--- src/sv/rfc_pkg.sv ---
// Shared types and constants for the rail fence cipher core.
// No dependencies.
package rfc_pkg;

    localparam int RFC_MAX_LEN = 64;
    localparam int BYTE_W      = 8;
    localparam int RAIL_W      = 7;
    localparam int CFG_IDX_W   = 8;
    localparam int CFG_DATA_W  = 8;

    localparam logic [CFG_IDX_W-1:0] REG_RAIL_COUNT   = 8'd0;
    localparam logic [CFG_IDX_W-1:0] REG_DECRYPT_MODE = 8'd1;

    localparam logic [RAIL_W-1:0] RAIL_RESET = 7'd2;

    typedef enum logic [1:0] {
        ST_LOAD,
        ST_SCATTER,
        ST_DRAIN,
        ST_EMIT
    } rfc_state_t;

    typedef struct packed {
        logic start;
        logic advance;
    } rfc_gen_ctl_t;

endpackage

--- src/sv/rfc_order_gen.sv ---
// Zigzag position generator: walks message positions rail by rail.
// Depends on rfc_pkg.
module rfc_order_gen #(
    parameter int MAX_LEN = rfc_pkg::RFC_MAX_LEN
) (
    input  logic                       aclk,
    input  logic                       aresetn,
    input  rfc_pkg::rfc_gen_ctl_t      ctl,
    input  logic [rfc_pkg::RAIL_W-1:0] rail_count,
    input  logic [$clog2(MAX_LEN):0]   msg_len,
    output logic [$clog2(MAX_LEN)-1:0] pos
);
    import rfc_pkg::*;

    localparam int AW = $clog2(MAX_LEN);
    localparam int LW = AW + 1;
    localparam int PW = AW + 2;

    logic [LW-1:0] rail_reg, rail_next;
    logic [PW-1:0] pos_reg, pos_next;
    logic          phase_reg, phase_next;

    logic          identity;
    logic [LW-1:0] rails;
    logic [LW-1:0] last_rail;
    logic [PW-1:0] step;
    logic [PW-1:0] sum;

    always_comb begin
        identity  = (rail_count <= RAIL_W'(1)) || (rail_count >= RAIL_W'(msg_len));
        rails     = rail_count[LW-1:0];
        last_rail = rails - LW'(1);
        if ((rail_reg == '0) || (rail_reg == last_rail)) begin
            step = PW'(last_rail) << 1;
        end else if (phase_reg) begin
            step = PW'(rail_reg) << 1;
        end else begin
            step = PW'(last_rail - rail_reg) << 1;
        end
        sum = pos_reg + step;
    end

    always_comb begin
        rail_next  = rail_reg;
        pos_next   = pos_reg;
        phase_next = phase_reg;
        priority if (ctl.start) begin
            rail_next  = '0;
            pos_next   = '0;
            phase_next = 1'b0;
        end else if (ctl.advance) begin
            priority if (identity) begin
                pos_next = pos_reg + PW'(1);
            end else if (sum >= PW'(msg_len)) begin
                rail_next  = rail_reg + LW'(1);
                pos_next   = PW'(rail_reg + LW'(1));
                phase_next = 1'b0;
            end else begin
                pos_next   = sum;
                phase_next = ~phase_reg;
            end
        end
    end

    always_ff @(posedge aclk) begin
        if (!aresetn) begin
            rail_reg  <= '0;
            pos_reg   <= '0;
            phase_reg <= 1'b0;
        end else begin
            rail_reg  <= rail_next;
            pos_reg   <= pos_next;
            phase_reg <= phase_next;
        end
    end

    assign pos = pos_reg[AW-1:0];

endmodule

--- src/sv/rfc_buffer.sv ---
// Message store and permutation scratch memories, registered reads.
// Depends on rfc_pkg.
module rfc_buffer #(
    parameter int MAX_LEN = rfc_pkg::RFC_MAX_LEN
) (
    input  logic                       aclk,
    input  logic                       msg_we,
    input  logic [$clog2(MAX_LEN)-1:0] msg_waddr,
    input  logic [rfc_pkg::BYTE_W-1:0] msg_wdata,
    input  logic                       msg_re,
    input  logic [$clog2(MAX_LEN)-1:0] msg_raddr,
    output logic [rfc_pkg::BYTE_W-1:0] msg_rdata,
    input  logic                       perm_we,
    input  logic [$clog2(MAX_LEN)-1:0] perm_waddr,
    input  logic [rfc_pkg::BYTE_W-1:0] perm_wdata,
    input  logic                       perm_re,
    input  logic [$clog2(MAX_LEN)-1:0] perm_raddr,
    output logic [rfc_pkg::BYTE_W-1:0] perm_rdata
);
    import rfc_pkg::*;

    logic [BYTE_W-1:0] msg_mem  [MAX_LEN];
    logic [BYTE_W-1:0] perm_mem [MAX_LEN];
    logic [BYTE_W-1:0] msg_rdata_reg;
    logic [BYTE_W-1:0] perm_rdata_reg;

    always_ff @(posedge aclk) begin
        if (msg_we) begin
            msg_mem[msg_waddr] <= msg_wdata;
        end
        if (msg_re) begin
            msg_rdata_reg <= msg_mem[msg_raddr];
        end
    end

    always_ff @(posedge aclk) begin
        if (perm_we) begin
            perm_mem[perm_waddr] <= perm_wdata;
        end
        if (perm_re) begin
            perm_rdata_reg <= perm_mem[perm_raddr];
        end
    end

    assign msg_rdata  = msg_rdata_reg;
    assign perm_rdata = perm_rdata_reg;

endmodule

--- src/sv/rail_fence_cipher_core.sv ---
// Rail fence cipher core. Load: one byte per cycle, s_tready high while collecting.
// After the tlast beat, encrypt moves straight to emission; decrypt first scatters the
// message into scratch memory and then emits.
// Emission: a byte is read only with no read outstanding and the output free or taken.
// Reset (aresetn low, synchronous): empty buffer, overflow clear, rail_count 2,
// encrypt mode; memory contents are not cleared.
module rail_fence_cipher_core #(
    parameter int MAX_LEN = rfc_pkg::RFC_MAX_LEN
) (
    input  logic                           aclk,
    input  logic                           aresetn,
    input  logic                           s_tvalid,
    output logic                           s_tready,
    input  logic [rfc_pkg::BYTE_W-1:0]     s_tdata,   // [7:0] data_byte
    input  logic                           s_tlast,   // is_final
    output logic                           m_tvalid,
    input  logic                           m_tready,
    output logic [rfc_pkg::BYTE_W-1:0]     m_tdata,   // [7:0] out_byte
    output logic                           m_tlast,   // out_final
    output logic [0:0]                     m_tuser,   // [0] overflowed
    input  logic                           cfg_valid,
    output logic                           cfg_ready,
    input  logic [rfc_pkg::CFG_IDX_W-1:0]  cfg_index,
    input  logic [rfc_pkg::CFG_DATA_W-1:0] cfg_data
);
    import rfc_pkg::*;

    localparam int AW = $clog2(MAX_LEN);
    localparam int LW = AW + 1;

    rfc_state_t state_reg, state_next;

    logic [RAIL_W-1:0] rail_reg;
    logic              decrypt_reg;
    logic [LW-1:0]     len_reg, len_next;
    logic              ovf_reg, ovf_next;
    logic [LW-1:0]     cnt_reg, cnt_next;
    logic              pend_reg, pend_next;
    logic              pend_last_reg, pend_last_next;
    logic              wr_pend_reg, wr_pend_next;
    logic [AW-1:0]     wr_addr_reg, wr_addr_next;
    logic              m_valid_reg;
    logic [BYTE_W-1:0] m_data_reg;
    logic              m_last_reg;
    logic              m_ovf_reg;

    rfc_gen_ctl_t      gen_ctl;
    logic [AW-1:0]     gen_pos;

    logic              s_accept;
    logic              full;
    logic              issue;
    logic              msg_re;
    logic [AW-1:0]     msg_raddr;
    logic [BYTE_W-1:0] msg_rdata;
    logic              perm_re;
    logic [BYTE_W-1:0] perm_rdata;

    assign cfg_ready = 1'b1;
    assign s_tready  = (state_reg == ST_LOAD);
    assign s_accept  = s_tvalid && s_tready;
    assign full      = (len_reg == LW'(MAX_LEN));

    always_ff @(posedge aclk) begin
        if (!aresetn) begin
            rail_reg    <= RAIL_RESET;
            decrypt_reg <= 1'b0;
        end else if (cfg_valid && cfg_ready) begin
            if (cfg_index == REG_RAIL_COUNT) begin
                rail_reg <= cfg_data[RAIL_W-1:0];
            end
            if (cfg_index == REG_DECRYPT_MODE) begin
                decrypt_reg <= cfg_data[0];
            end
        end
    end

    always_comb begin
        state_next     = state_reg;
        len_next       = len_reg;
        ovf_next       = ovf_reg;
        cnt_next       = cnt_reg;
        gen_ctl        = '0;
        issue          = 1'b0;
        msg_re         = 1'b0;
        msg_raddr      = gen_pos;
        perm_re        = 1'b0;
        wr_pend_next   = 1'b0;
        wr_addr_next   = gen_pos;
        pend_last_next = 1'b0;
        unique case (state_reg)
            ST_LOAD: begin
                if (s_accept) begin
                    if (!full) begin
                        len_next = len_reg + LW'(1);
                    end else begin
                        ovf_next = 1'b1;
                    end
                    if (s_tlast) begin
                        cnt_next      = '0;
                        gen_ctl.start = 1'b1;
                        state_next    = decrypt_reg ? ST_SCATTER : ST_EMIT;
                    end
                end
            end
            ST_SCATTER: begin
                msg_re          = 1'b1;
                msg_raddr       = cnt_reg[AW-1:0];
                gen_ctl.advance = 1'b1;
                wr_pend_next    = 1'b1;
                cnt_next        = cnt_reg + LW'(1);
                if (cnt_reg == len_reg - LW'(1)) begin
                    cnt_next   = '0;
                    state_next = ST_DRAIN;
                end
            end
            ST_DRAIN: begin
                state_next = ST_EMIT;
            end
            ST_EMIT: begin
                issue = !pend_reg && (!m_valid_reg || m_tready) && (cnt_reg != len_reg);
                if (issue) begin
                    if (decrypt_reg) begin
                        perm_re = 1'b1;
                    end else begin
                        msg_re          = 1'b1;
                        gen_ctl.advance = 1'b1;
                    end
                    cnt_next       = cnt_reg + LW'(1);
                    pend_last_next = (cnt_reg == len_reg - LW'(1));
                end
                if (!pend_reg && (cnt_reg == len_reg)) begin
                    len_next   = '0;
                    ovf_next   = 1'b0;
                    state_next = ST_LOAD;
                end
            end
            default: begin
                state_next = ST_LOAD;
            end
        endcase
        pend_next = issue;
    end

    always_ff @(posedge aclk) begin
        if (!aresetn) begin
            state_reg     <= ST_LOAD;
            len_reg       <= '0;
            ovf_reg       <= 1'b0;
            cnt_reg       <= '0;
            pend_reg      <= 1'b0;
            pend_last_reg <= 1'b0;
            wr_pend_reg   <= 1'b0;
        end else begin
            state_reg     <= state_next;
            len_reg       <= len_next;
            ovf_reg       <= ovf_next;
            cnt_reg       <= cnt_next;
            pend_reg      <= pend_next;
            pend_last_reg <= pend_last_next;
            wr_pend_reg   <= wr_pend_next;
        end
    end

    always_ff @(posedge aclk) begin
        wr_addr_reg <= wr_addr_next;
    end

    always_ff @(posedge aclk) begin
        if (!aresetn) begin
            m_valid_reg <= 1'b0;
        end else if (pend_reg) begin
            m_valid_reg <= 1'b1;
        end else if (m_tready) begin
            m_valid_reg <= 1'b0;
        end
    end

    always_ff @(posedge aclk) begin
        if (pend_reg) begin
            m_data_reg <= decrypt_reg ? perm_rdata : msg_rdata;
            m_last_reg <= pend_last_reg;
            m_ovf_reg  <= ovf_reg;
        end
    end

    assign m_tvalid   = m_valid_reg;
    assign m_tdata    = m_data_reg;
    assign m_tlast    = m_last_reg;
    assign m_tuser[0] = m_ovf_reg;

    rfc_order_gen #(
        .MAX_LEN (MAX_LEN)
    ) u_order_gen (
        .aclk       (aclk),
        .aresetn    (aresetn),
        .ctl        (gen_ctl),
        .rail_count (rail_reg),
        .msg_len    (len_reg),
        .pos        (gen_pos)
    );

    rfc_buffer #(
        .MAX_LEN (MAX_LEN)
    ) u_buffer (
        .aclk       (aclk),
        .msg_we     (s_accept && !full),
        .msg_waddr  (len_reg[AW-1:0]),
        .msg_wdata  (s_tdata),
        .msg_re     (msg_re),
        .msg_raddr  (msg_raddr),
        .msg_rdata  (msg_rdata),
        .perm_we    (wr_pend_reg),
        .perm_waddr (wr_addr_reg),
        .perm_wdata (msg_rdata),
        .perm_re    (perm_re),
        .perm_raddr (cnt_reg[AW-1:0]),
        .perm_rdata (perm_rdata)
    );

endmodule

--- config.mk ---
export PLATFORM = sky130hd
export DESIGN_NAME = rail_fence_cipher_core
export DESIGN_NICKNAME = d
export VERILOG_FILES = /design/src/sv/rfc_pkg.sv /design/src/sv/rfc_order_gen.sv /design/src/sv/rfc_buffer.sv /design/src/sv/rail_fence_cipher_core.sv
export SDC_FILE = /design/constraint.sdc
export NUM_CORES = 1
export LEC_CHECK = 0
export BUFFER_PORTS_ARGS = -buffer_cell sky130_fd_sc_hd__buf_2
export CAP_MARGIN = 20
export CORE_ASPECT_RATIO = 2
export CORE_MARGIN = 1.5
export CORE_UTILIZATION = 45
export DETAILED_ROUTE_END_ITERATION = 8
export PLACE_DENSITY = 0.58
export SYNTH_ARGS = -nofsm -noshare
export SYNTH_HDL_FRONTEND = slang
export SYNTH_SLANG_ARGS = --single-unit
--- constraint.sdc ---
create_clock -name aclk -period 9.05 [get_ports aclk]
set_input_delay 0.905 -clock aclk [delete_from_list [all_inputs] [get_ports aclk]]
set_output_delay 0.905 -clock aclk [all_outputs]
set_load 0.005 [all_outputs]
==> qor.yml, run 1 <==
gp_congestion: 0.8380
grt_overflow_total: 0
endpoint_kind: "register"
finClkSkew_ps: 38.48
yosys.area.top_type: "edfxtp_1"
synth_edf_count: 1050
drtAntennaViolNets: 0
avgSynthCellArea_sq_um: 19.35
post_cts_buffers: 0
drt_iter0_markers: 1703
routedWlPerCell_um: 29.23
crit_arrival_ps: 7750
ctsLongestPathBuffers: 3
max_stage_delay_ps: 770
post-route-min-period_ps: 7147
top_regs: "u_buffer.msg_mem: 512 flops, u_buffer.perm_mem: 512 flops"
fillers: 8073
cp_cell_sequence: "nor3_1 > nor3b_1 > xor2_1 > ha_1 > nand3_1 > nor2_1 > a21oi_1 > o21ai_0 > ha_1 > fa_1 > a211oi_1 > nor2_1 > xor2_1 > ha_1 > nand2_1 > o21ai_0 > a21oi_1 > inv_1 > a211o_2 > o211ai_2 > nor4_1 > a311o_2"
timing.reg2reg.setup_slack_ps: 1900
min_path_type: "input pin to register"
synth_fp_nets: 2372
area_delta_synth_final_pct: 10.76
ioPinCount: 43
slowest_stage: "o211ai_2"
routed_wl_um: 109900
grt_pass1_wl_um: 160100
die_w_um: 225.5
post-route-util_pct: 50.19
instances_no_fill: 3761
clkTransAtPathRegs_ps: 70
critPathRequiredTime_ps: 9650
rsz0062_at_grt: "no"
core_region_area_sq_um: 98300
crit_type: "register to register"
path_max_fanout: 22
antenna_found_initial: 2
place.port_buffers: 40
yosysWarnings: 0
yosysTopAreaCellShare_pct: 70.79
finalHoldViolCount: 0
finalCritPeriodShare_pct: 78.98
leakage_uw: 0.01524
grt_pass1_vias: 23050
cp_common_cell: "ha_1"
netlist-cell-type-count: 77
dr.pass1.iters: 7
start_kind: "register"
yosysMostFrequentCell: "edfxtp_1"
clock-sinks: 1101
multi_input_area_sq_um: 11350
seqCellArea_sq_um: 32560
dpl.hpwl_um: 71790
clock.fmax_ghz: 0.1399
start_util_pct: 45.31
grt_max_degree: 129
via_count: 21770
dieArea_sq_um: 101000
htree_levels: 3
synth_area_leaders: "edfxtp_1 71%, mux4_2 15%, dfxtp_1 2.3%"
drive_gt1_share_pct: 22.99
grt_usage_pct: 22.38
viasPerCell: 5.789
fin_setup_tns_ps: 0
tightest_slew_ps: 1098
setup_viol: 0
slew_headroom_pct: 26.61
ir_drop_v: 0.0002065
drc: 0
ys_seq_area_share_pct: 73.08
post_cts_resized: 0
cts_hold_buf: 0
place_area_sq_um: 46210
powerDensity_nw_per_um2: 267.7
netlist_instances: 2302
synth_area_sq_um: 44540
synth_common_cells: "1050 x edfxtp_1, 296 x mux4_2, 182 x nor2_1, 123 x nand2_1, 56 x clkbuf_1"
cts_tree: "built"
placed_cells: 3585
synth_ff_type: "edfxtp_1"
die_y_um: 447.9
ys_seq_elements: 1101
design_area_sq_um: 49330
drv_slew: 0
root_buffer: "clkbuf_16"
maxCapViolations: 0
worstSkewPairLatency_ps: 730
status: "finished clean"
nets: 2433
async_flop_share_pct: 0
core.rowCount: 163
cts_made_buffers: 95
final timing paths:
kind | from | endpoint | depth (start not counted)
hold / removal | cfg_data[6] | rail_reg[6] | 3
setup / recovery | rail_reg[2] | u_order_gen.pos_reg[2] | 22
hold reg to reg | ovf_reg | m_tuser | 0
setup reg to reg | rail_reg[2] | u_order_gen.pos_reg[2] | 22
stage by stage:
step           total power [uW]  setup slack (ps)  hold slack [ps]
3_5_place_dp               9261              1923            461.5
4_1_cts                   13370              1904            422.9
5_1_grt                   13660              1499            470.4
6_report                  13210              1903            459.9
2_1_floorplan              8271              3858            385.5
3_3_place_gp               9189              1967            460.0
where the power goes:
part / switching [uW] / internal [uW]
Sequential: 107 / 5930
Combinational: 1770 / 1270
Clock: 1870 / 2260
kinds of logic (layout without fill, tap and decap cells):
family                     after synthesis  in the layout  share of synthesized area (%)
xor gates and xnor gates                43             43                         0.8793
DFF                                   1101           1101                          73.08
muxes                                  327            327                          15.70
other                                    1              2                       0.008419
AOI/OAI and AO/OA                      196            196                          3.017
adders and majority gates               40             40                          1.157
and+or+nand+nor                        446            446                          4.590
buffers and inverters                  148            286                          1.565
cells in the final DEF (no fill, tap or decap), types with 25 or more instances in the layout:
cell type | Yosys | layout
a211oi_1 | 46 | 46
a21oi_1 | 48 | 48
and2_1 | 37 | 37
buf_2 | 27 | 40
buf_4 | 14 | 39
clkbuf_16 | 0 | 96
dfxtp_1 | 51 | 47
edfxtp_1 | 1050 | 1050
ha_1 | 38 | 38
inv_1 | 29 | 29
mux4_2 | 296 | 296
nand2_1 | 123 | 123
nand3_1 | 25 | 25
nor2_1 | 182 | 182
xnor2_1 | 26 | 26
routing by layer:
layer / wire, um / track usage (%) / vias up
li1: - / - / 9482
met1: 37400 / 23.54 / 11560
met2: 64000 / 43.83 / 560
met3: 3698 / 2.326 / 172
met4: 4835 / 10.51 / 0
met5: 0 / 0 / -
critical path: cells and delay by family (launching register included):
| kind | cells | cell delay (ps) |
|---|---|---|
| AOI/OAI and AO/OA | 8 | 3340 |
| xor gates and xnor gates | 2 | 600 |
| adders and majority gates | 4 | 1350 |
| DFF | 1 | 390 |
| buffers and inverters | 1 | 170 |
| and+or+nand+nor | 7 | 1180 |
cell type report:
cell class / instances / share of cell area (%)
Tap cell: 1320 / 3.348
Sequential cell: 1101 / 66.00
Inverter: 30 / 0.2283
Multi-Input combinational cell: 1053 / 23.02
Antenna cell: 1 / 0.005072
Clock inverter: 53 / 1.139
Timing Repair Buffer: 82 / 1.121
Clock buffer: 121 / 5.141
Power figures use the tool's default switching activity.
==> inputs of run 2 (changes only) <==
- ABC_AREA: unset -> 1
- PLACE_DENSITY: 0.58 -> 0.6
- clock period: 9.05 -> 6.1 ns (I/O delays scaled with it)
==> qor.yml, run 2 <==
max_stage_delay_ps: 390
drive_gt1_share_pct: 7.923
clkTransAtPathRegs_ps: 70
layout_commonest_cell: "edfxtp_1"
crit_family: "simple AND/OR/NAND/NOR gates"
synth_ff_type: "edfxtp_1"
hold_slack_ps: 168.4
ioPinCount: 43
dr.pass1.iters: 5
endpoint_kind: "register"
post-route-util_pct: 49.94
routedWlPerCell_um: 24.61
min_path_type: "input pin to register"
ctsLongestPathBuffers: 3
routed_wl_um: 123700
top_regs: "u_buffer.msg_mem: 512 flops, u_buffer.perm_mem: 512 flops"
slowest_stage: "ha_1"
reg2reg_from: "rail_reg[0]"
grt_max_degree: 129
antenna_found_initial: 3
netlist_instances: 3663
cts_hold_buf: 0
core_region_area_sq_um: 99730
powerDensity_nw_per_um2: 456.6
yosys.area.top_type: "edfxtp_1"
core.rowCount: 164
ir_drop_v: 0.0002903
status: "finished clean"
path_buf_inv: 6
slew_headroom_pct: 25.40
avgSynthCellArea_sq_um: 12.36
leakage_uw: 0.01601
grt_pass1_wl_um: 181400
clock-sinks: 1101
cts_made_buffers: 91
synth_area_sq_um: 45260
setup_ws_ps: 939.1
gp_congestion: 0.9160
post_cts_resized: 0
dpl.hpwl_um: 78610
drt_iter0_markers: 2206
min_from: "cfg_data[1]"
clock.fmax_ghz: 0.1938
area_delta_synth_final_pct: 10.04
maxCapViolations: 0
path_max_fanout: 14
netlist-cell-type-count: 54
crit_type: "register to register"
drv_slew: 0
fillers: 8835
via_count: 29070
final_cell_mix: "1050 x edfxtp_1, 715 x nor2_1, 560 x o21ai_0"
worstSkewPairLatency_ps: 690
post-route-min-period_ps: 5161
p_sw_share_pct: 37.11
drc: 0
tightest_slew_ps: 1112
p_sw_uw: 8440
setup.worst_path.start: "rail_reg[0]"
finalHoldViolCount: 0
crit_arrival_ps: 5700
die_y_um: 451.5
rsz0062_at_grt: "no"
p_seq_share_pct: 40.5
synth_common_cells: "1050 x edfxtp_1, 716 x nor2_1, 560 x o21ai_0, 227 x nand2_1, 178 x o22ai_1"
start_kind: "register"
ys_seq_area_share_pct: 71.91
grt_pass1_vias: 28910
yosysMostFrequentCell: "edfxtp_1"
setup_viol: 0
nets: 3695
p_int_uw: 14300
drtAntennaViolNets: 0
ys_seq_elements: 1101
synth_fp_nets: 3733
htree_levels: 3
grt_usage_pct: 24.18
finalCritPeriodShare_pct: 84.60
synth_edf_count: 1050
viasPerCell: 5.782
p_clk_share_pct: 26.9
yosysTopAreaCellShare_pct: 69.66
cts_tree: "built"
post_cts_buffers: 0
fin_setup_tns_ps: 0
grt_overflow_total: 0
dp_slack_ps: 964.4
async_flop_share_pct: 0
start_util_pct: 45.39
yosysWarnings: 0
die_w_um: 227.3
dieArea_sq_um: 102600
cp_common_cell: "inv_1"
synth_area_leaders: "edfxtp_1 70%, o21ai_0 6.2%, nor2_1 5.9%"
place.port_buffers: 40
root_buffer: "clkbuf_16"
combPwrFrac_pct: 32.6
critPathRequiredTime_ps: 6640
finClkSkew_ps: 35.31
[run 2: cell types whose count changed after synthesis, moves of 25 or more]
cell,delta
mux4_2,-296
o22ai_1,+176
o211ai_1,+39
nand3_1,+93
o21ai_0,+539
buf_2,+25
and2_1,-37
nor2_1,+534
nand2_1,+104
clkbuf_1,+106
o21ai_1,+25
inv_1,+75
o221ai_1,+93
a211oi_1,-44
[run 2: power groups by stage]
stage	sequential (uW)	combinational [uW]	clock, uW
floorplan	9550	4540	0
global placement	9380	7270	0
detailed placement	9380	7370	0
CTS	9220	7400	6180
global route	9230	8070	6450
finish	9220	7410	6110
[run 2: kinds of logic (layout without fill, tap and decap cells)]
group,count (synthesis),after routing,synth area share [%]
adder cells (fa/ha/maj),40,40,1.139
flip-flops,1101,1101,71.91
AND/OR/NAND/NOR,1157,1157,10.58
XOR/XNOR,35,35,0.6772
AO/OA/AOI/OAI,983,983,12.57
other,1,3,0.008285
buffers and inverters,346,381,3.118
[run 2: layer usage]
metal	part of all wire, %	vias to the layer above	global-route usage, %
met2	54	946	44.70
met5	0.011	-	0
li1	-	13440	-
met1	34	14340	24.58
met3	4.6	340	3.499
met4	7.6	2	16.84
[run 2: worst register-to-register path, delay by kind of cell, from the launching register on]
| family | cells | cell delay (ps) |
|---|---|---|
| adder cells (fa/ha/maj) | 4 | 1280 |
| AND/OR/NAND/NOR | 13 | 1450 |
| flip-flops | 1 | 330 |
| buffers and inverters | 6 | 720 |
| XOR/XNOR | 3 | 600 |
| AO/OA/AOI/OAI | 5 | 640 |
[run 2: worst paths after layout]
path                             end  slack, ps  cells after the start
max          u_order_gen.rail_reg[0]        940                     31
min                      rail_reg[1]        170                      3
max reg2reg  u_order_gen.rail_reg[0]        940                     31
min reg2reg                  m_tlast        410                      0
[run 2: through the flow]
step / power (uW) / cells / cell area [sq um]
after global routing: 23750 / 5027 / 49810
after floorplan: 14090 / 3663 / 45260
after global placement: 16650 / 4859 / 46700
final: 22740 / 5028 / 49810
after detailed placement: 16750 / 4859 / 46700
after CTS: 22800 / 5025 / 49780
[run 2: final cells by class]
cell class / count / area [sq um] / area share, %
clock inverters: 46 / 471.7 / 0.9470
clock buffers: 120 / 2608 / 5.235
well taps: 1328 / 1662 / 3.336
diodes: 2 / 5.005 / 0.01005
flip-flops and latches: 1101 / 32560 / 65.37
inverters: 119 / 462.9 / 0.9295
repair buffers: 96 / 683.2 / 1.372
multi-input cells: 2216 / 11360 / 22.80
==> inputs of run 3 (changes only) <==
- ABC_AREA: 1 -> 0
- PLACE_DENSITY: 0.6 -> 0.58
- clock period: 6.1 -> 4.8 ns (I/O delays scaled with it)
==> qor.yml, run 3 (synthesis results as in run 1) <==
status: "complete, but fails checks"
violations: "negative setup slack"
total_power_uw: 25320
powerDensity_nw_per_um2: 502.7
grt_max_degree: 68
cts_tree: "built"
timing.reg2reg.setup_slack_ps: -170
finClkSkew_ps: 38.46
dp_slack_ps: -550.6
top_regs: "u_buffer.msg_mem: 512 flops, u_buffer.perm_mem: 512 flops"
grt_pass1_wl_um: 160100
drt_iter0_markers: 1679
grt_usage_pct: 22.14
cts_made_buffers: 94
leakage_uw: 0.01574
path_max_fanout: 7
post-route-min-period_ps: 4973
core.rowCount: 163
hold_slack_ps: 46.15
seqCellArea_sq_um: 32570
hold-path-cell-count: 3
finalCritPeriodShare_pct: 103.6
die_y_um: 447.9
endpoint_kind: "register"
clock-sinks: 1101
reg2reg_depth: 28
drive_gt1_share_pct: 27.56
grt_overflow_total: 0
setup_ws_ps: -173.4
tightest_slew_ps: 1029
place.port_buffers: 40
gp_congestion: 0.8316
ctsLongestPathBuffers: 3
min_path_type: "input pin to register"
r2r_end: "u_order_gen.rail_reg[6]"
min_from: "cfg_data[6]"
antenna_found_initial: 1
drv_slew: 0
max_stage_delay_ps: 470
ioPinCount: 43
cp_common_cell: "buf_6"
final_cell_mix: "1050 x edfxtp_1, 296 x mux4_2, 178 x nor2_1"
reg2reg_from: "rail_reg[1]"
via_count: 22270
grt_pass1_vias: 23690
core_region_area_sq_um: 98300
dieArea_sq_um: 101000
area_delta_synth_final_pct: 13.09
design_area_sq_um: 50370
root_buffer: "clkbuf_16"
fillers: 7967
setup_viol: 14
slowest_stage: "or4_4"
multi_input_area_sq_um: 11680
finalHoldViolCount: 0
crit_arrival_ps: 5600
rsz0062_at_grt: "yes"
clkTransAtPathRegs_ps: 70
dpl.hpwl_um: 71970
layout_commonest_cell: "edfxtp_1"
maxCapViolations: 0
worstSkewPairLatency_ps: 710
start_util_pct: 45.31
nets: 2517
critPathRequiredTime_ps: 5430
crit_type: "register to register"
post-route-util_pct: 51.24
place_area_sq_um: 46830
slew_headroom_pct: 31.39
cts_hold_buf: 0
routed_wl_um: 109500
min_to: "rail_reg[6]"
drtAntennaViolNets: 0
dr.pass1.iters: 6
viasPerCell: 5.784
drc: 0
ir_drop_v: 0.0003751
routedWlPerCell_um: 28.45
die_w_um: 225.5
htree_levels: 3
clock.fmax_ghz: 0.2011
start_kind: "register"
run 3: cell count changes in the layout (fill, tap and decap cells not counted), moves of 22 or more:
cell      before  now
o22ai_1      178    2
a211oi_1       2   45
o211ai_1      48    9
nand3_1      118   23
nor2_1       715  178
inv_1        102   27
o221ai_1      95    2
o21ai_0      560   16
mux4_2         0  296
nand2_1      227  120
and2_1         0   37
buf_4         51  108
o21ai_1       26    4
run 3: where the power goes:
part / internal [uW] / switching [uW] / total (uW)
Combinational: 2800 / 3450 / 6240
Sequential: 11200 / 218 / 11400
Clock: 4140 / 3540 / 7680
run 3: worst max-delay path: cells and delay by family, from the launching register on:
kind / cells / cell delay [ps]
adder cells (fa/ha/maj): 5 / 1410
flip-flops: 1 / 360
AND/OR/NAND/NOR: 8 / 1180
AO/OA/AOI/OAI: 7 / 810
XOR/XNOR: 2 / 340
buffers and inverters: 6 / 810
run 3: per-layer routing:
layer	share of wire, %	wire [um]	vias to the layer above	global-route usage [%]
met2	57	62130	585	42.30
li1	-	-	9644	-
met5	0.012	13	-	0
met3	3.7	4091	220	2.896
met4	4.2	4578	2	9.407
met1	35	38720	11820	24.28
run 3: worst max path at each step:
stage / startpoint / end / depth (start not counted)
floorplan: rail_reg[2] / u_order_gen.pos_reg[2] / 24
global placement: rail_reg[2] / u_order_gen.pos_reg[3] / 27
detailed placement: rail_reg[2] / u_order_gen.pos_reg[7] / 24
CTS: rail_reg[0] / u_order_gen.pos_reg[3] / 27
global route: rail_reg[1] / u_order_gen.rail_reg[6] / 28
finish: rail_reg[1] / u_order_gen.rail_reg[6] / 28
run 3: cell type report:
class	instances	share of cell area [%]
antenna	1	0.004968
multi-input combinational	1053	23.18
inverter	30	0.2285
tap	1320	3.279
sequential	1101	64.66
clock buffer	108	4.794
timing repair buffer	167	2.559
clock inverter	70	1.294
run 3: per-stage QoR:
step	TNS, ps	cells
6_report	-1571	3850
5_1_grt	-4530	3849
4_1_cts	-1651	3843
3_5_place_dp	-6639	3653
3_3_place_gp	-4909	3652
2_1_floorplan	0	2302
run 3: timing repair:
item / in CTS / in global routing
setup endpoints to repair: 16 / 16
pin swaps: 21 / 28
resized for setup: 30 / 44
setup buffers: 10 / 6
gates cloned: 2 / 0
